[src/hdl/mbq_pkg.sv]
// ----------------------------------------------------------------------------
// mbq_pkg
// Shared types, widths and register indexes of the multichannel biquad filter.
// ----------------------------------------------------------------------------
package mbq_pkg;

  localparam int MAX_CHANNELS = 8;
  localparam int SAMPLE_W     = 24;
  localparam int COEF_W       = 32;
  localparam int COEF_FRAC    = COEF_W - 2;
  localparam int CH_W         = (MAX_CHANNELS > 1) ? $clog2(MAX_CHANNELS) : 1;
  localparam int CNT_W        = 4;
  localparam int CFG_IDX_W    = 3;
  localparam int CFG_DATA_W   = COEF_W;

  // Product of one sample and one coefficient, and the sum of five of them
  localparam int PROD_W = SAMPLE_W + COEF_W;
  localparam int ACC_W  = PROD_W + 3;

  // Register indexes on the configuration port
  localparam logic [CFG_IDX_W-1:0] REG_COEF_B0       = 3'd0;
  localparam logic [CFG_IDX_W-1:0] REG_COEF_B1       = 3'd1;
  localparam logic [CFG_IDX_W-1:0] REG_COEF_B2       = 3'd2;
  localparam logic [CFG_IDX_W-1:0] REG_COEF_A1       = 3'd3;
  localparam logic [CFG_IDX_W-1:0] REG_COEF_A2       = 3'd4;
  localparam logic [CFG_IDX_W-1:0] REG_FILTER_ENABLE = 3'd5;
  localparam logic [CFG_IDX_W-1:0] REG_CHANNEL_COUNT = 3'd6;

  typedef logic signed [SAMPLE_W-1:0] sample_t;
  typedef logic signed [COEF_W-1:0]   coef_t;
  typedef logic [CH_W-1:0]            chan_t;
  typedef logic [CNT_W-1:0]           count_t;

  // Live configuration seen by the datapath
  typedef struct packed {
    coef_t  b0;
    coef_t  b1;
    coef_t  b2;
    coef_t  a1;
    coef_t  a2;
    logic   enable;
    count_t count;
  } cfg_t;

  // Per-channel history: two past inputs and two past outputs
  typedef struct packed {
    sample_t x1;
    sample_t x2;
    sample_t y1;
    sample_t y2;
  } hist_t;

endpackage

[src/hdl/mbq_hist.sv]
// ----------------------------------------------------------------------------
// mbq_hist
// Per-channel filter history, one read and one write channel per cycle.
// ----------------------------------------------------------------------------
module mbq_hist (
  input  logic             clk,
  input  logic             rst,
  input  mbq_pkg::chan_t   rd_ch,
  output mbq_pkg::hist_t   rd_hist,
  input  logic             wr_en,
  input  mbq_pkg::chan_t   wr_ch,
  input  mbq_pkg::sample_t wr_x,
  input  mbq_pkg::sample_t wr_y
);
  import mbq_pkg::*;

  hist_t hist [MAX_CHANNELS];

  assign rd_hist = hist[rd_ch];

  // Shift the new input and output into the channel's history
  always_ff @(posedge clk) begin
    if (rst) begin
      for (int i = 0; i < MAX_CHANNELS; i++) begin
        hist[i] <= '0;
      end
    end else if (wr_en) begin
      hist[wr_ch].x2 <= hist[wr_ch].x1;
      hist[wr_ch].x1 <= wr_x;
      hist[wr_ch].y2 <= hist[wr_ch].y1;
      hist[wr_ch].y1 <= wr_y;
    end
  end

endmodule

[config.mk]
export PLATFORM = sky130hd
export DESIGN_NAME = mbq_hist
export DESIGN_NICKNAME = d
export VERILOG_FILES = /design/src/hdl/mbq_pkg.sv /design/src/hdl/mbq_hist.sv
export SDC_FILE = /design/constraint.sdc
export NUM_CORES = 1
export LEC_CHECK = 0
export BUFFER_PORTS_ARGS = -buffer_cell sky130_fd_sc_hd__buf_2
export CAP_MARGIN = 20
export CORE_ASPECT_RATIO = 1.2
export CORE_MARGIN = 1.5
export CORE_UTILIZATION = 45
export CTS_CLUSTER_DIAMETER = 80
export DETAILED_ROUTE_END_ITERATION = 16
export SETUP_SLACK_MARGIN = 0.1
export SYNTH_ARGS = -nofsm -noshare
export SYNTH_HDL_FRONTEND = slang
export SYNTH_SLANG_ARGS = --single-unit
[constraint.sdc]
create_clock -name clk -period 10 [get_ports clk]
set_input_delay 0.5 -clock clk [delete_from_list [all_inputs] [get_ports clk]]
set_output_delay 0.5 -clock clk [all_outputs]
set_load 0.02 [all_outputs]
==> results.ini, run 1 <==
[status]
status = finished, final reports clean

[grt]
grt_max_degree = 123
overflow = 0
grt_use_total = 0.2529
grt_pass1_wl_mm = 154.4
grt_pass1_vias = 23530
antenna_found_initial = 10

[power_and_ir_drop]
power.share.combinational = 0.110
swShare = 0.2446
seqPwrFrac = 0.510
switchingPower_uw = 1809
ir_drop_v = 0.0001110
internal-power_uw = 5587
cellPowerDensity_mw_per_mm2 = 181.4
p_clk_frac = 0.381
p_leak_uw = 0.01548

[sta]
finalCritPeriodShare = 0.3641
tightest_slew_ps = 1116
period_needed_ps = 3641
max_freq_ghz = 0.2747
post-route-worst-setup-slack_ps = 6359
rsz0062_at_grt = false
slew-limit-headroom = 0.2562
fin_skew_ps = 17.73
drv_slew = 0
hold_slack_ps = 234.7
finalHoldViolations = 0
fin_tns_setup_ps = 0
setup_viol = 0

[route]
wire_per_inst_um = 30.04
num_vias = 22390
via_per_inst = 6.367
drt_wl_total_mm = 105.7
route.detailed.drc = 0
drtAntennaViolNets = 0
drt_iter0_markers = 2221
firstDrtPassIters = 5

[clock_network]
clk_pin_slew_worst_paths_ps = 60
tritoncts = done
clockRootBuffer = clkbuf_16
htreeDepth = 3
clk_path_buf_depth = 3
numCtsBuffers = 80
cts-resized-gates = 0
clk_latency_ps = 630
cts.sinks = 768
hold_buffers = 0
post_cts_buffers = 0

[final_layout]
fillCellCount = 6841
mostFrequentLayoutCells = edfxtp_1, a21oi_1, and3_1, mux4_2, mux2i_1
fin_util = 0.5049
fin_nets = 2470
areaGrowthSynthToFinish_pct = 10.88
top_register = hist
largest_register_ffs = 768
drive_gt1_frac = 0.2473
final_common_cell = edfxtp_1
reg_top3 = hist x768

[floorplanning]
fp-row-count = 114
start_util = 0.4554
coreArea_mm2 = 0.08073
die_h_um = 316.1
die_w_um = 263.9
dieArea_mm2 = 0.08343
io_pins = 153

[worst_setup_path]
rrSetupSlack_ps = 8630
crit_chain = buf_8, buf_4, mux4_2, mux2_2, buf_2
slowest_delay_ps = 850
r2r_start = hist[0][72]$_SDFFCE_PN0P_
ff2ff_path_depth = 3
path_buf_inv = 3
critPathMaxFanout = 62
required_ps = 9500
path_class = input port to output pin
cp-start-kind = input port
cp-end-kind = output pin
reg2reg_to = hist[4][48]$_SDFFCE_PN0P_
setup.worst_path.end = rd_hist[70]
arrival_ps = 3140
crit_family = buffers and inverters
cp_slowest_cell = buf_4
startpoint = rd_ch[0]
cp.depth = 5

[synth]
ys_warn_count = 0
synth_nets = 2408
syn_inst = 2351
syn_avg_cell_area_um2 = 15.64
netlist_area_mm2 = 0.03676
synth_seq_cells = 768
ys_types = 21
yosysSeqAreaShare = 0.6273

[hold_path]
hold_class = input port to register

[run]
maxCapViolations = 0

[placement]
dp_worst_setup_slack_ps = 5741
port_buffers = 152
place.gp.congestion = 0.7335
dp_hpwl_mm = 52.93

-- synth_stat cells --
master / count / area [um2]
or2_1: 1 / 6.260
buf_6: 20 / 225.2
and3_1: 290 / 1814
and3b_1: 1 / 8.760
mux4_2: 192 / 4324
clkbuf_1: 115 / 431.7
edfxtp_1: 768 / 23060
mux2_2: 96 / 1081
mux2i_1: 192 / 1922
nor2b_1: 2 / 12.51
and2_1: 96 / 600.6
a21oi_1: 384 / 1922
buf_1: 22 / 82.58
nand3_1: 2 / 10.01
nand2_1: 7 / 26.28
o22a_1: 96 / 840.8
nand2b_1: 10 / 62.56
buf_2: 40 / 200.2
nor2_2: 1 / 6.260
buf_4: 15 / 112.6
nor3b_2: 1 / 12.51
-- how the worst min path moves through the flow --
stage          slack, ps  depth (start not counted)      from                        end
6_report             230                          2   wr_y[2]  hist[7][26]$_SDFFCE_PN0P_
5_1_grt              220                          2  wr_y[18]  hist[7][42]$_SDFFCE_PN0P_
4_1_cts              200                          2   wr_y[2]  hist[7][26]$_SDFFCE_PN0P_
3_5_place_dp         860                          2   wr_y[2]  hist[7][26]$_SDFFCE_PN0P_
3_3_place_gp         850                          2   wr_y[2]  hist[3][26]$_SDFFCE_PN0P_
2_1_floorplan        700                          1   wr_y[0]  hist[3][24]$_SDFFCE_PN0P_
-- power groups by stage --
stage | clock network [uW] | logic, uW | registers [uW]
final | 2810 | 811 | 3770
after global routing | 2970 | 860 | 3790
after CTS | 2850 | 816 | 3770
after detailed placement | 0 | 813 | 3840
after global placement | 0 | 804 | 3830
after floorplan | 0 | 539 | 3820
-- final cells by class --
class                      instances  area [um2]  share of cell area
sequential                       768       23060              0.5658
multi-input combinational       1371       12780              0.3136
clock buffer                     100        2183             0.05356
tap                             1044        1306             0.03205
timing repair buffer             192        1190             0.02919
clock inverter                    36       224.0            0.005494
antenna                            6       15.01           0.0003683
-- stage by stage --
| stage | power (uW) | cell area [um2] | std cells |
|---|---|---|---|
| floorplan | 4363 | 36760 | 2351 |
| global placement | 4630 | 38240 | 3371 |
| detailed placement | 4651 | 38290 | 3373 |
| CTS | 7436 | 40690 | 3509 |
| global route | 7614 | 40760 | 3514 |
| finish | 7396 | 40760 | 3517 |
-- logic make-up after synthesis --
| kind of cell | Yosys count | share of synthesized area |
|---|---|---|
| compound gates | 480 | 0.07515 |
| buf+inv | 212 | 0.02862 |
| mux | 480 | 0.1993 |
| simple gates | 411 | 0.06963 |
| flops | 768 | 0.6273 |
-- layer usage --
metal  global-route usage  part of all wire  vias to the layer above
li1                     -                 -                     9608
met3              0.04209             0.075                      209
met4              0.09065             0.032                        8
met2               0.4367              0.50                      947
met5                    0           0.00045                        -
met1               0.3236              0.39                    11620
Note: power is estimated with default switching activity, not from simulation.
==> inputs of run 2 (changes only) <==
--- a/config.mk
+++ b/config.mk
@@ -5,6 +5,7 @@
 export SDC_FILE = /design/constraint.sdc
 export NUM_CORES = 1
 export LEC_CHECK = 0
+export ABC_AREA = 1
 export BUFFER_PORTS_ARGS = -buffer_cell sky130_fd_sc_hd__buf_2
 export CAP_MARGIN = 20
 export CORE_ASPECT_RATIO = 1.2
==> constraint.sdc (replaced) <==
create_clock -name clk -period 3.06 [get_ports clk]
set_input_delay 0.153 -clock clk [delete_from_list [all_inputs] [get_ports clk]]
set_output_delay 0.153 -clock clk [all_outputs]
set_load 0.02 [all_outputs]
==> results.ini, run 2 <==
[status]
status = finished, final reports clean

[grt]
grt_pass1_wl_mm = 186.9
grt_max_degree = 193
antenna_found_initial = 2
grt_pass1_vias = 30090
grt_use_total = 0.2838
overflow = 0

[placement]
place.gp.congestion = 0.8036
port_buffers = 152
dp_hpwl_mm = 68.23

[route]
via_per_inst = 5.348
num_vias = 31300
drt_wl_total_mm = 124.7
drtAntennaViolNets = 0
drt_iter0_markers = 2930
firstDrtPassIters = 6
wire_per_inst_um = 21.31
route.detailed.drc = 0

[final_layout]
top_register = hist
mostFrequentLayoutCells = nand2_1, nor2_1, edfxtp_1, inv_1, nand3_1
reg_top3 = hist x768
drive_gt1_frac = 0.08896
fillCellCount = 7984
final_common_cell = nand2_1
multi_input_area_mm2 = 0.01271
fin_util = 0.5147
areaGrowthSynthToFinish_pct = 13.05
final-seq-area_mm2 = 0.02306
fin_nets = 4723
largest_register_ffs = 768

[floorplanning]
coreArea_mm2 = 0.08491
die_w_um = 270.6
start_util = 0.4553
die_h_um = 324.1
fp-row-count = 117
dieArea_mm2 = 0.08768
io_pins = 153

[synth]
synth_fa_ha_area_frac = 0
synth_compound_area_frac = 0.03729
yosysMostFrequentCell = nand2_1
synth_common_cells = nand2_1, nor2_1, edfxtp_1, inv_1, nand3_1
netlist_area_mm2 = 0.03866
synthSimpleGateAreaFrac = 0.2884
ys_top_cells_by_area = edfxtp_1, nand2_1, nor2_1
synth_seq_cells = 768
ys_warn_count = 0
synth_xor_xnor_area_share = 0
syn_inst = 4593
syn_avg_cell_area_um2 = 8.417
ys_types = 18
yosysSeqAreaShare = 0.5966
yosys-mux-area-fraction = 0
synth_edf_count = 768
synthFlopType = edfxtp_1
synth_top_family_by_area = simple AND/OR/NAND/NOR gates
synth_top_area_frac = 0.5966
yosys.area.top_type = edfxtp_1
synth_nets = 4650
ys_async_sr_fraction = 0

[clock_network]
clk_pin_slew_worst_paths_ps = 60
clk_latency_ps = 660
cts.sinks = 768
tritoncts = done
clockRootBuffer = clkbuf_16
clk_path_buf_depth = 3
numCtsBuffers = 81
htreeDepth = 3
post_cts_buffers = 0

[worst_setup_path]
rrSetupSlack_ps = 1360
reg2reg_to = hist[6][52]$_SDFFCE_PN0P_
ff2ff_path_depth = 6
critPathMaxFanout = 56
cp-start-kind = input port
path_class = input port to output pin
arrival_ps = 2170
r2r_start = hist[0][76]$_SDFFCE_PN0P_
cp-end-kind = output pin
required_ps = 2910

[sta]
drv_slew = 0
finalCritPeriodShare = 0.7583
tightest_slew_ps = 1045
fin_skew_ps = 19.37
period_needed_ps = 2320
rsz0062_at_grt = false
max_freq_ghz = 0.4309
finalHoldViolations = 0
fin_tns_setup_ps = 0
slew-limit-headroom = 0.3033
setup_viol = 0
hold_slack_ps = 52.93

[power_and_ir_drop]
ir_drop_v = 0.0003900
seqPwrFrac = 0.486
swShare = 0.2720
internal-power_uw = 18320
cellPowerDensity_mw_per_mm2 = 575.8
switchingPower_uw = 6845
p_leak_uw = 0.01958
power.share.combinational = 0.129
p_clk_frac = 0.385

[hold_path]
min_from = wr_y[11]
hold-path-endpoint = hist[1][35]$_SDFFCE_PN0P_
hold_class = input port to register
min_delay_path_depth = 3

[run]
maxCapViolations = 0

==> run 2: cell count changes after synthesis, moves of 96 or more <==
cell     change
a21oi_1    -384
and2_1      -96
and3_1     -290
inv_1      +433
mux2_2      -96
mux2i_1    -192
mux4_2     -192
nand2_1   +1493
nand3_1    +334
nor2_1     +913
o21ai_0    +138
o21ai_1    +150
o22a_1      -96
==> run 2: cells by family after synthesis <==
group | Yosys count
buf+inv | 730
simple gates | 2807
compound gates | 288
flops | 768
==> run 2: worst max-delay path by stage <==
stage,end,depth (start not counted),from,slack [ps]
after floorplan,hist[6][0]$_SDFFCE_PN0P_,7,rst,-480
after global placement,hist[3][60]$_SDFFCE_PN0P_,8,rst,580
after detailed placement,hist[3][61]$_SDFFCE_PN0P_,8,rst,550
after CTS,rd_hist[8],7,rd_ch[1],750
after global routing,rd_hist[2],8,rd_ch[1],660
final,rd_hist[2],8,rd_ch[1],740
==> run 2: power groups by stage <==
stage	clock network, uW	logic, uW	registers (uW)
after floorplan	0	1920	12500
after global placement	0	3180	12400
after detailed placement	0	3200	12500
after CTS	9780	3260	12200
after global routing	10200	3530	12300
final	9680	3240	12200
==> run 2: critical path, cell delays in order <==
cell and delay, ps:
buf_6 230, inv_6 470, buf_4 380, o21ai_0 120, o21ai_0 340, nand2_1 90, nand2_1 140, buf_2 170
==> run 2: repair_timing <==
action / CTS / global route
endpoints found under the hold margin: 363 / 0
resized for setup: 0 / 0
hold buffers: 46 / 0
endpoints found under the setup margin: 0 / 0
==> run 2: layout make-up <==
| type | count | area share |
|---|---|---|
| sequential | 768 | 0.5277 |
| tap | 1130 | 0.03235 |
| inverter | 440 | 0.03825 |
| clock inverter | 43 | 0.01025 |
| antenna | 1 | 0.00005726 |
| clock buffer | 95 | 0.04758 |
| timing repair buffer | 280 | 0.05291 |
| multi-input combinational | 3095 | 0.2909 |
==> run 2: through the flow <==
stage / instance area (um2) / setup slack, ps / std cells / total power [uW]
after floorplan: 38660 / -483.2 / 4593 / 14390
after global placement: 40710 / 581.4 / 5667 / 15620
after detailed placement: 40710 / 552.0 / 5667 / 15660
after CTS: 43700 / 752.0 / 5851 / 25270
after global routing: 43700 / 658.5 / 5851 / 26010
final: 43700 / 739.5 / 5852 / 25160
==> run 2: routing by layer <==
| layer | track usage | wire length, um | vias up |
|---|---|---|---|
| met3 | 0.03531 | 8363 | 222 |
| met5 | 0 | 13 | - |
| met1 | 0.3646 | 50700 | 15130 |
| met2 | 0.4940 | 61460 | 1246 |
| met4 | 0.1014 | 4162 | 2 |
| li1 | - | - | 14700 |
