--- src/hdl/mbq_pkg.sv ---
// ----------------------------------------------------------------------------
// mbq_pkg
// Shared types, widths and register indexes of the multichannel biquad filter.
// ----------------------------------------------------------------------------
package mbq_pkg;

  localparam int MAX_CHANNELS = 8;
  localparam int SAMPLE_W     = 24;
  localparam int COEF_W       = 32;
  localparam int COEF_FRAC    = COEF_W - 2;
  localparam int CH_W         = (MAX_CHANNELS > 1) ? $clog2(MAX_CHANNELS) : 1;
  localparam int CNT_W        = 4;
  localparam int CFG_IDX_W    = 3;
  localparam int CFG_DATA_W   = COEF_W;

  // Product of one sample and one coefficient, and the sum of five of them
  localparam int PROD_W = SAMPLE_W + COEF_W;
  localparam int ACC_W  = PROD_W + 3;

  // Register indexes on the configuration port
  localparam logic [CFG_IDX_W-1:0] REG_COEF_B0       = 3'd0;
  localparam logic [CFG_IDX_W-1:0] REG_COEF_B1       = 3'd1;
  localparam logic [CFG_IDX_W-1:0] REG_COEF_B2       = 3'd2;
  localparam logic [CFG_IDX_W-1:0] REG_COEF_A1       = 3'd3;
  localparam logic [CFG_IDX_W-1:0] REG_COEF_A2       = 3'd4;
  localparam logic [CFG_IDX_W-1:0] REG_FILTER_ENABLE = 3'd5;
  localparam logic [CFG_IDX_W-1:0] REG_CHANNEL_COUNT = 3'd6;

  typedef logic signed [SAMPLE_W-1:0] sample_t;
  typedef logic signed [COEF_W-1:0]   coef_t;
  typedef logic [CH_W-1:0]            chan_t;
  typedef logic [CNT_W-1:0]           count_t;

  // Live configuration seen by the datapath
  typedef struct packed {
    coef_t  b0;
    coef_t  b1;
    coef_t  b2;
    coef_t  a1;
    coef_t  a2;
    logic   enable;
    count_t count;
  } cfg_t;

  // Per-channel history: two past inputs and two past outputs
  typedef struct packed {
    sample_t x1;
    sample_t x2;
    sample_t y1;
    sample_t y2;
  } hist_t;

endpackage

--- src/hdl/mbq_cfg.sv ---
// ----------------------------------------------------------------------------
// mbq_cfg
// Configuration register file: coefficients, enable and channel count.
// ----------------------------------------------------------------------------
module mbq_cfg (
  input  logic                             clk,
  input  logic                             rst,
  input  logic                             cfg_we,
  input  logic [mbq_pkg::CFG_IDX_W-1:0]    cfg_index,
  input  logic [mbq_pkg::CFG_DATA_W-1:0]   cfg_data,
  output mbq_pkg::cfg_t                    cfg
);
  import mbq_pkg::*;

  cfg_t regs;

  // Register writes; unused index is dropped
  always_ff @(posedge clk) begin
    if (rst) begin
      regs.b0     <= coef_t'(64'sd1 <<< COEF_FRAC);
      regs.b1     <= '0;
      regs.b2     <= '0;
      regs.a1     <= '0;
      regs.a2     <= '0;
      regs.enable <= 1'b0;
      regs.count  <= count_t'(2);
    end else if (cfg_we) begin
      unique case (cfg_index)
        REG_COEF_B0:       regs.b0     <= coef_t'(cfg_data);
        REG_COEF_B1:       regs.b1     <= coef_t'(cfg_data);
        REG_COEF_B2:       regs.b2     <= coef_t'(cfg_data);
        REG_COEF_A1:       regs.a1     <= coef_t'(cfg_data);
        REG_COEF_A2:       regs.a2     <= coef_t'(cfg_data);
        REG_FILTER_ENABLE: regs.enable <= cfg_data[0];
        REG_CHANNEL_COUNT: regs.count  <= cfg_data[CNT_W-1:0];
        default: ;
      endcase
    end
  end

  assign cfg = regs;

endmodule

--- config.mk ---
export PLATFORM = sky130hd
export DESIGN_NAME = mbq_cfg
export DESIGN_NICKNAME = d
export VERILOG_FILES = /design/src/hdl/mbq_pkg.sv /design/src/hdl/mbq_cfg.sv
export SDC_FILE = /design/constraint.sdc
export NUM_CORES = 1
export LEC_CHECK = 0
export BUFFER_PORTS_ARGS = -buffer_cell sky130_fd_sc_hd__clkbuf_2
export CORE_MARGIN = 3
export CORE_UTILIZATION = 50
export DETAILED_ROUTE_END_ITERATION = 6
export GPL_ROUTABILITY_DRIVEN = 0
export PLACE_DENSITY = 0.81
export SLEW_MARGIN = 0
export SYNTH_ARGS = -nofsm -noshare
export SYNTH_HDL_FRONTEND = slang
export SYNTH_SLANG_ARGS = --single-unit
--- constraint.sdc ---
create_clock -name clk -period 2.3 [get_ports clk]
set_clock_uncertainty 0.2 [all_clocks]
set_input_delay 0.46 -clock clk [delete_from_list [all_inputs] [get_ports clk]]
set_output_delay 0.46 -clock clk [all_outputs]
set_load 0.01 [all_outputs]
==> key figures, run 1 <==
Setup path
  – Crit-path cells: clkbuf_2
  – CP Max Fanout: 2
  – CP max-delay cell: dfxtp_1
  – Critical path depth: 1
  – Crit path DAT: approximately 980 ps
  – Crit path to: cfg[162]
  – Reg2Reg Launch Point: cfg[162]$_SDFFE_PP0P_
  – R2r setup slk: about 1400 ps
  – Worst reg2reg path depth: 2
  – Critical Path Max Stage Delay: about 400 ps
  – Critical path endpoint category: output pin
  – WP buf/inv: 1
  – Crit Reg-Reg Endpoint: cfg[162]$_SDFFE_PP0P_
  – Crit path kind: flip-flop to output pin
  – Crit path launch type: flip-flop
  – Worst EP required: ~1600 ps
  – Setup crit start: cfg[162]$_SDFFE_PP0P_
  – Crit-path leading delay family: flip-flops

Power
  – LEAKAGE: between 4 and 5 nW
  – Final Total Pwr: slightly above 6 mW
  – Pwr/cell area: between 700 and 800 mW/mm^2
  – Worst ir drop on vdd: ~0.00044 V

Routing
  – DRC: 0
  – Via Count: about 4700
  – WL per Instance: roughly 16 um
  – Total Wirelength: 15.7 mm
  – Antenna viol nets, final: 0
  – Vias per cell: about 5.0
  – 1st-pass router iterations: 4
  – Drt first-iter violations: ~190

STA
  – Final Hold Vio Count: 0
  – Post-route setup TNS: 0 ps
  – RSZ-0062 raised after global routing: false
  – Crit path time final: around 1600 ps
  – Rel. slew slack: 0.716
  – WHS: ~120 ps
  – Worst slew pin tran: between 400 and 500 ps
  – Fin. max-slew vios: 0
  – Fmax achieved: 611 MHz
  – Final Cycle Share: 0.712
  – Final setup viols: 0

Final layout
  – Number of flip-flops in the largest register: roughly 170
  – Layout area overhead: 27.2%
  – Layout cell share with drive strength beyond 1: 0.316
  – Antenna cells: 0
  – Fin nets: approximately 800
  – Final core utilization: 0.654
  – FILL cells: roughly 1000

Clock tree
  – CTS H-Tree Depth: 4
  – Clock buffer count from CTS: 17
  – Clock latency on the worst-skew pair: roughly 420 ps
  – Clock transition at path regs: about 60 ps
  – Clock Root Buffer: clkbuf_16
  – CTS tree: done
  – Hold_buf cts: 0
  – Clock sinks: around 170
  – Max Buffers Root-to-Sink: 2
  – Resize count post-CTS: 0
  – # Post-CTS Setup Buffers: 0

Logic synthesis
  – Synth cell types: 14
  – Xor/xnor share of the synthesized area: 0
  – Post-synthesis adder-cell area fraction: 0
  – Largest family of logic cells by synthesized area: multiplexers
  – Post-synthesis sequential area ratio: 0.507
  – Yosys top cell by area: dfxtp_1
  – Multiplexer share of the synthesized area: 0.253
  – Avg Cell Area, Syn: 11.2 um^2
  – Cells after Synth: ~580
  – Synthesized area: ~0.0065 mm^2
  – EDFF count, synth: 0
  – Top FF cell, synth: dfxtp_1
  – Synth top area share: 0.507
  – Synth async-reset ratio: 0
  – Post-synth top cells: 195 x nand2b_1, 165 x dfxtp_1, 165 x mux2i_1
  – Synth Register Bits: approximately 170
  – Synth Area in Compound Gates: 0
  – Synthesized Nets: around 620
  – Ys Warns: 0
  – Simple-gate area share of the yosys netlist: 0.204
  – Largest cells by area after synthesis: dfxtp_1 51%, mux2i_1 25%, nand2b_1 19%
  – Most instantiated library cell after synthesis: nand2b_1

Floorplanning
  – IO Count: between 200 and 250
  – Die H: 120 um
  – Die W: ~120 um
  – FP Rows: 41
  – Die area: roughly 0.014 mm^2
  – Starting Density: 0.514
  – Total core area: approximately 0.013 mm^2

Run status
  – Status: complete, no violations

Global routing
  – Global Route Usage Sum: 0.218
  – Largest net degree at the start of global routing: approximately 110
  – Initial antenna violation count: 0
  – Number of global-route vias before repair: roughly 4700
  – Global route overflow: 0
  – First-pass GRT wire length: ~25 mm

Placement
  – # port buffers: between 200 and 250
  – Hpwl dp: between 10 and 15 mm

Hold path
  – Hold crit path type: input pin to flip-flop

Flow run
  – Total of max-cap violations: 0
-- power breakdown --
part	leakage, nW	switching, mW	internal [mW]
logic	2.65	0.228	0.202
registers	1.34	0.0375	2.92
clock network	0.292	1.08	1.70
total	4.27	1.35	4.82
-- cell families after synthesis --
logic type | count (synthesis)
and+or+nand+nor | 208
muxes | 165
DFF | 165
buffers and inverters | 45
-- area by class of cell --
type	instances	area, um^2	area share
Sequential cell	165	3300	0.398
Multi-Input combinational cell	373	3040	0.366
Timing Repair Buffer	210	1150	0.139
Clock buffer	22	484	0.0584
Tap cell	172	215	0.0260
Clock inverter	9	101	0.0122
-- worst min-delay path: stages --
cell and delay (ps):
clkbuf_2 90, nor2_1 40, mux2i_1 100
-- through the flow --
step                      worst slack (ps)  area (um^2)  cells
after floorplan                        492         6520    583
after global placement                 475         7700    920
after detailed placement               421         7700    920
after CTS                              656         8290    951
after global routing                   638         8290    951
final                                  663         8290    951
-- layer usage --
| metal | part of all wire | track usage | up-vias |
|---|---|---|---|
| met1 | 0.45 | 0.279 | 2258 |
| met4 | 0.016 | 0.0852 | 0 |
| met5 | 0 | 0 | - |
| met2 | 0.46 | 0.338 | 165 |
| met3 | 0.077 | 0.0768 | 20 |
| li1 | - | - | 2288 |
-- cell usage in the layout (no fill, tap or decap) --
cell and count:
dfxtp_1 165, nor4bb_4 1, clkbuf_1 1, clkinv_2 5, bufinv_16 2, clkinv_4 1, clkbuf_2 201, nor4b_2 1
clkbuf_16 17, nand4bb_2 1, buf_12 6, clkbuf_8 4, nor2_1 4, clkinvlp_4 1, or4b_4 1, buf_4 3
nand4bb_4 2, nand4b_1 3, mux2i_1 165, nand2b_1 195
-- worst min path at each step --
stage / depth (start not counted) / startpoint / endpoint / slack [ps]
3_5_place_dp: 2 / cfg[111]$_SDFFE_PP0P_ / cfg[111]$_SDFFE_PP0P_ / 260
2_1_floorplan: 2 / cfg[118]$_SDFFE_PP0P_ / cfg[118]$_SDFFE_PP0P_ / 290
5_1_grt: 3 / cfg_data[1] / cfg[1]$_SDFFE_PP1P_ / 170
3_3_place_gp: 2 / cfg[140]$_SDFFE_PP0P_ / cfg[140]$_SDFFE_PP0P_ / 260
4_1_cts: 3 / cfg_data[1] / cfg[1]$_SDFFE_PP1P_ / 100
6_report: 3 / cfg_data[1] / cfg[1]$_SDFFE_PP1P_ / 120
Power figures use the tool's default switching activity.
==> inputs of run 2 (changes only) <==
Clock period 2.3 ns to 1.7 ns, I/O delays scaled along.
==> key figures, run 2 (same netlist as run 1, synthesis figures left out) <==
Final layout
  – Antenna cells: 0 (unchanged)
  – Register cell area after layout: 0.00330 mm^2 (unchanged)
  – Most frequent cells in the layout: 201 x clkbuf_2, 195 x nand2b_1, 165 x mux2i_1, 165 x dfxtp_1, 17 x clkbuf_16
  – Multi-input logic area: 0.00304 mm^2 (unchanged)
  – FILL cells: 1007 (+0.30%)
  – Layout cell share with drive strength beyond 1: 0.316 (+0.000602)
  – Layout area overhead: 27.9%
  – Commonest non-fill, non-tap cell in the layout: clkbuf_2
  – Post-route cell area: 0.00834 mm^2 (+0.54%)
  – Number of flip-flops in the largest register: 165 (unchanged)
  – Fin nets: 814 (+1.1%)
  – Final core utilization: 0.658 (+0.00355)

Floorplanning
  – Starting Density: 0.514 (unchanged)
  – Die area: 0.0144 mm^2 (unchanged)
  – Total core area: 0.0127 mm^2 (unchanged)
  – Die W: 120 um (unchanged)
  – FP Rows: 41 (unchanged)
  – Die H: 120 um (unchanged)
  – IO Count: 203 (unchanged)

Setup path
  – Crit-path leading delay family: flip-flops
  – Crit path launch type: flip-flop
  – Critical Path Max Stage Delay: 380 ps (-20 ps)
  – CP Max Fanout: 2 (unchanged)
  – WP buf/inv: 1 (unchanged)
  – Worst reg2reg path depth: 2 (unchanged)
  – Crit-path cells: clkbuf_2
  – Critical path endpoint category: output pin
  – Crit Reg-Reg Endpoint: cfg[37]$_SDFFE_PP0P_
  – R2r setup slk: 810 ps (-620 ps)
  – Crit path DAT: 950 ps (-30 ps)
  – Worst EP required: 1160 ps (-480 ps)
  – Reg2Reg Launch Point: cfg[37]$_SDFFE_PP0P_
  – CP max-delay cell: dfxtp_1
  – Crit path kind: flip-flop to output pin

Power
  – Pwr/cell area: 988 mW/mm^2 (+33%)
  – Worst ir drop on vdd: 0.000595 V (+34%)
  – LEAKAGE: 4.30 nW (+0.68%)

STA
  – Final Cycle Share: 0.878
  – Rel. slew slack: 0.726 (+0.0109)
  – Final setup viols: 0 (unchanged)
  – Crit path time final: between 1000 and 1500 ps
  – Worst slew pin tran: 409 ps (-15.1 ps)
  – Final Hold Vio Count: 0 (unchanged)
  – Fmax achieved: 670 MHz
  – Fin. max-slew vios: 0 (unchanged)
  – RSZ-0062 raised after global routing: false

Clock tree
  – Clock latency on the worst-skew pair: 420 ps (about the same)
  – Resize count post-CTS: 0 (unchanged)
  – Hold_buf cts: 0 (unchanged)
  – Clock Root Buffer: clkbuf_16
  – Clock buffer count from CTS: 17 (unchanged)
  – Max Buffers Root-to-Sink: 2 (unchanged)
  – CTS H-Tree Depth: 4 (unchanged)
  – Clock sinks: 165 (unchanged)
  – # Post-CTS Setup Buffers: 0 (unchanged)
  – Clock transition at path regs: 60 ps (about the same)
  – CTS tree: done

Global routing
  – Global route overflow: 0 (unchanged)
  – Global Route Usage Sum: 0.223 (+0.00532)
  – Largest net degree at the start of global routing: 91 (-18%)
  – First-pass GRT wire length: 25.3 mm (+2.1%)
  – Number of global-route vias before repair: 4897 (+4.5%)
  – Initial antenna violation count: 0 (unchanged)

Hold path
  – Hold Startpoint: cfg_data[1]
  – WHS Path Cells: 3 (unchanged)
  – Worst Hold End: cfg[1]$_SDFFE_PP1P_
  – Hold crit path type: input pin to flip-flop

Flow run
  – Total of max-cap violations: 0 (unchanged)

Placement
  – # port buffers: 202 (unchanged)
  – DP Area: 0.00778 mm^2 (+1.0%)
  – Hpwl dp: 11.0 mm (+3.1%)

Routing
  – 1st-pass router iterations: 5 (+1)
  – Drt first-iter violations: 265 (+43%)
  – DRC: 0 (unchanged)
  – Via Count: 4743 (+0.25%)
  – Total Wirelength: 15.7 mm (+0.48%)
  – Vias per cell: 4.95 (-0.58%)
  – WL per Instance: 16.4 um (-0.36%)
  – Antenna viol nets, final: 0 (unchanged)

Run status
  – Status: complete, no violations
[run 2: cell count changes in the layout (fill, tap and decap cells not counted), sizes merged]
| cell | delta |
|---|---|
| buf | +9 |
| clkinvlp | -1 |
| clkinv | -3 |
| clkbuf | +3 |
[run 2: worst max-delay path by stage]
stage	from	end	slack (ps)	cells past startpoint
floorplan	cfg_index[1]	cfg[153]$_SDFFE_PP0P_	10	5
finish	cfg[162]$_SDFFE_PP0P_	cfg[162]	210	1
global placement	cfg_index[0]	cfg[161]$_SDFFE_PP0P_	60	3
detailed placement	cfg_index[1]	cfg[120]$_SDFFE_PP0P_	-2	5
global route	cfg[162]$_SDFFE_PP0P_	cfg[162]	180	1
CTS	cfg[162]$_SDFFE_PP0P_	cfg[162]	190	1
[run 2: report_power, final]
group / leakage (nW) / switching (mW) / internal [mW]
clock: 0.271 / 1.41 / 2.22
sequential: 1.34 / 0.0503 / 3.95
combinational: 2.70 / 0.313 / 0.287
total: 4.30 / 1.78 / 6.46
[run 2: area by class of cell]
| class | instances | share of cell area |
|---|---|---|
| Sequential cell | 165 | 0.396 |
| Multi-Input combinational cell | 373 | 0.364 |
| Timing Repair Buffer | 219 | 0.147 |
| Clock buffer | 25 | 0.0570 |
| Tap cell | 172 | 0.0258 |
| Clock inverter | 5 | 0.00901 |
[run 2: per-layer routing]
layer / wire (um) / part of all wire / global-route usage / up-vias
li1: - / - / - / 2309
met1: 6960 / 0.44 / 0.277 / 2253
met2: 7310 / 0.46 / 0.355 / 159
met3: 1190 / 0.075 / 0.0782 / 22
met4: 265 / 0.017 / 0.0895 / 0
met5: 0 / 0 / 0 / -
[run 2: per-stage QoR]
step	TNS (ps)	instances	hold WS, ps	power, mW	setup slack [ps]
global route	0	959	63.3	8.55	177
CTS	0	959	33.6	8.32	192
finish	0	959	30.2	8.23	207
floorplan	0	583	293	4.44	12.5
detailed placement	-1.92	929	260	4.69	-1.92
global placement	0	929	257	4.67	60.8
==> inputs of run 3 (changes only) <==
Settings changed: CAP_MARGIN set to 20, CTS_CLUSTER_DIAMETER set to 40.
Clock period 1.7 ns to 1.46 ns, I/O delays scaled along.
==> key figures, run 3 (same netlist as run 1, synthesis figures left out) <==
Run status
  – Status: complete, no violations

Clock tree
  – CTS H-Tree Depth: 4 (unchanged)
  – Clock Root Buffer: clkbuf_16
  – Clock sinks: 165 (unchanged)
  – Clock transition at path regs: 60 ps (about the same)
  – Clock buffer count from CTS: 17 (unchanged)
  – Clock latency on the worst-skew pair: 420 ps (about the same)
  – Max Buffers Root-to-Sink: 2 (unchanged)
  – CTS tree: done
  – # Post-CTS Setup Buffers: 0 (unchanged)

Floorplanning
  – Die H: 120 um (unchanged)
  – IO Count: 203 (unchanged)
  – Die W: 120 um (unchanged)
  – Starting Density: 0.514 (unchanged)
  – FP Rows: 41 (unchanged)
  – Die area: 0.0144 mm^2 (unchanged)
  – Total core area: 0.0127 mm^2 (unchanged)

STA
  – Worst slew pin tran: 342 ps (-67.1 ps)
  – WHS: 14.5 ps (-15.8 ps)
  – Final setup viols: 0 (unchanged)
  – Final worst setup slack: 40.7 ps (-166 ps)
  – Final Hold Vio Count: 0 (unchanged)
  – RSZ-0062 raised after global routing: false
  – Rel. slew slack: 0.771 (+0.0449)
  – Fin. max-slew vios: 0 (unchanged)
  – Fmax achieved: 705 MHz
  – Final Cycle Share: 0.972
  – Post-route setup TNS: 0 ps (unchanged)
  – Crit path time final: 1420 ps

Routing
  – 1st-pass router iterations: 4 (-1)
  – WL per Instance: 16.3 um (-0.78%)
  – Total Wirelength: 15.8 mm (+0.57%)
  – Vias per cell: 4.93 (-0.28%)
  – DRC: 0 (unchanged)
  – DR WL met2: 7.42 mm (+1.5%)
  – Wire length on met3: 1.22 mm (+2.7%)
  – Max layer used: met4
  – Antenna viol nets, final: 0 (unchanged)
  – Drt first-iter violations: 222 (-16%)
  – Via Count: 4794 (+1.1%)
  – M1 wire length: 6.91 mm (-0.80%)

Flow run
  – Total of max-cap violations: 0 (unchanged)

Setup path
  – Worst EP required: 970 ps (-190 ps)
  – Worst reg2reg path depth: 2 (unchanged)
  – Crit path kind: flip-flop to output pin
  – Crit path launch type: flip-flop
  – WP buf/inv: 1 (unchanged)
  – R2r setup slk: 590 ps (-220 ps)
  – CP max-delay cell: dfxtp_1
  – Critical Path Max Stage Delay: 360 ps (-20 ps)
  – Crit-path leading delay family: flip-flops
  – Crit Reg-Reg Endpoint: cfg[160]$_SDFFE_PP0P_
  – Crit path DAT: 930 ps (-20 ps)
  – CP Max Fanout: 2 (unchanged)
  – Critical path endpoint category: output pin
  – Crit-path cells: clkbuf_2
  – Reg2Reg Launch Point: cfg[160]$_SDFFE_PP0P_

Global routing
  – Global route overflow: 0 (unchanged)
  – Global Route Usage Sum: 0.225 (+0.00141)
  – Largest net degree at the start of global routing: 50 (-45%)
  – First-pass GRT wire length: 25.6 mm (+1.5%)
  – Initial antenna violation count: 0 (unchanged)
  – Number of global-route vias before repair: 5039 (+2.9%)

Power
  – LEAKAGE: 4.39 nW (+2.1%)
  – Part of the power in combinational logic: 0.072 (about the same)
  – Flop pwr share: 0.462 (-0.024)
  – Sw Ratio: 0.212 (-0.00345)
  – Clock power frac: 0.466 (+0.025)
  – Worst ir drop on vdd: 0.000706 V (+19%)
  – Cell internal pwr: 7.94 mW (+23%)
  – Pwr/cell area: 1180 mW/mm^2 (+20%)
  – Sw Pwr: 2.14 mW (+20%)

Hold path
  – Hold crit path type: input pin to flip-flop
  – WHS Path Cells: 3 (unchanged)
  – Worst Hold End: cfg[163]$_SDFFE_PP1P_
  – Hold Startpoint: cfg_data[30]

Placement
  – Pre-CTS setup slack: -245 ps (-244 ps)
  – # port buffers: 202 (unchanged)
  – DP Area: 0.00789 mm^2 (+1.3%)
  – Hpwl dp: 11.1 mm (+0.78%)

Final layout
  – Commonest non-fill, non-tap cell in the layout: clkbuf_2
  – Number of flip-flops in the largest register: 165 (unchanged)
  – Layout cell share with drive strength beyond 1: 0.333 (+0.0161)
  – Most frequent cells in the layout: 198 x clkbuf_2, 195 x nand2b_1, 165 x mux2i_1
  – Post-route cell area: 0.00852 mm^2 (+2.2%)
  – Layout area overhead: 30.8%
  – Fin nets: 827 (+1.6%)
  – Antenna cells: 0 (unchanged)
  – Final core utilization: 0.673 (+0.0147)
-- run 3: cell types whose count changed in the layout (fill, tap and decap cells not counted), sizes merged --
cell	change
clkinvlp	+2
bufinv	+2
clkbuf	-6
clkinv	-1
buf	+15
dlygate4sd3	+1
-- run 3: worst max-delay path by stage --
| stage | startpoint | endpoint | slack (ps) | cells past startpoint |
|---|---|---|---|---|
| 4_1_cts | cfg[149]$_SDFFE_PP0P_ | cfg[149] | 10 | 1 |
| 3_5_place_dp | cfg_index[1] | cfg[162]$_SDFFE_PP0P_ | -250 | 3 |
| 5_1_grt | cfg[35]$_SDFFE_PP0P_ | cfg[35] | 0.5 | 1 |
| 6_report | cfg[39]$_SDFFE_PP0P_ | cfg[39] | 40 | 1 |
| 3_3_place_gp | cfg_index[1] | cfg[161]$_SDFFE_PP0P_ | -190 | 3 |
| 2_1_floorplan | cfg_index[1] | cfg[153]$_SDFFE_PP0P_ | -160 | 5 |
-- run 3: cell type report --
class	instances	area (um^2)
clock buffer	22	474
clock inverter	8	149
fill	981	4150
multi-input combinational	373	3040
sequential	165	3300
tap	172	215
timing repair buffer	232	1340
-- run 3: per-stage QoR --
| step | power [mW] | cells |
|---|---|---|
| final | 10.1 | 972 |
| after global routing | 10.4 | 972 |
| after CTS | 10.2 | 972 |
| after detailed placement | 5.48 | 941 |
| after global placement | 5.46 | 941 |
| after floorplan | 5.18 | 583 |
-- run 3: power groups by stage --
stage / sequential [mW] / clock (mW) / combinational [mW]
2_1_floorplan: 4.80 / 0 / 0.384
3_3_place_gp: 4.75 / 0 / 0.706
3_5_place_dp: 4.76 / 0 / 0.725
4_1_cts: 4.66 / 4.78 / 0.732
5_1_grt: 4.67 / 4.99 / 0.782
6_report: 4.66 / 4.70 / 0.723
-- run 3: worst reg2reg max path, delay by kind of cell, from the launching register on --
family / cells / cell delay, ps
multiplexers: 1 / 170
AND/OR/NAND/NOR: 1 / 80
flip-flops: 1 / 350
-- run 3: metal layers --
metal  global-route usage  up-vias
li1                     -     2335
met1                0.277     2266
met2                0.368      171
met3               0.0726       22
met4               0.0823        0
met5                    0        -
-- run 3: what timing repair did --
action                                 CTS  global route
gates resized for setup                  0             4
hold buffers                             1             0
endpoints found under the hold margin    1             0
setup endpoints to repair                0             4
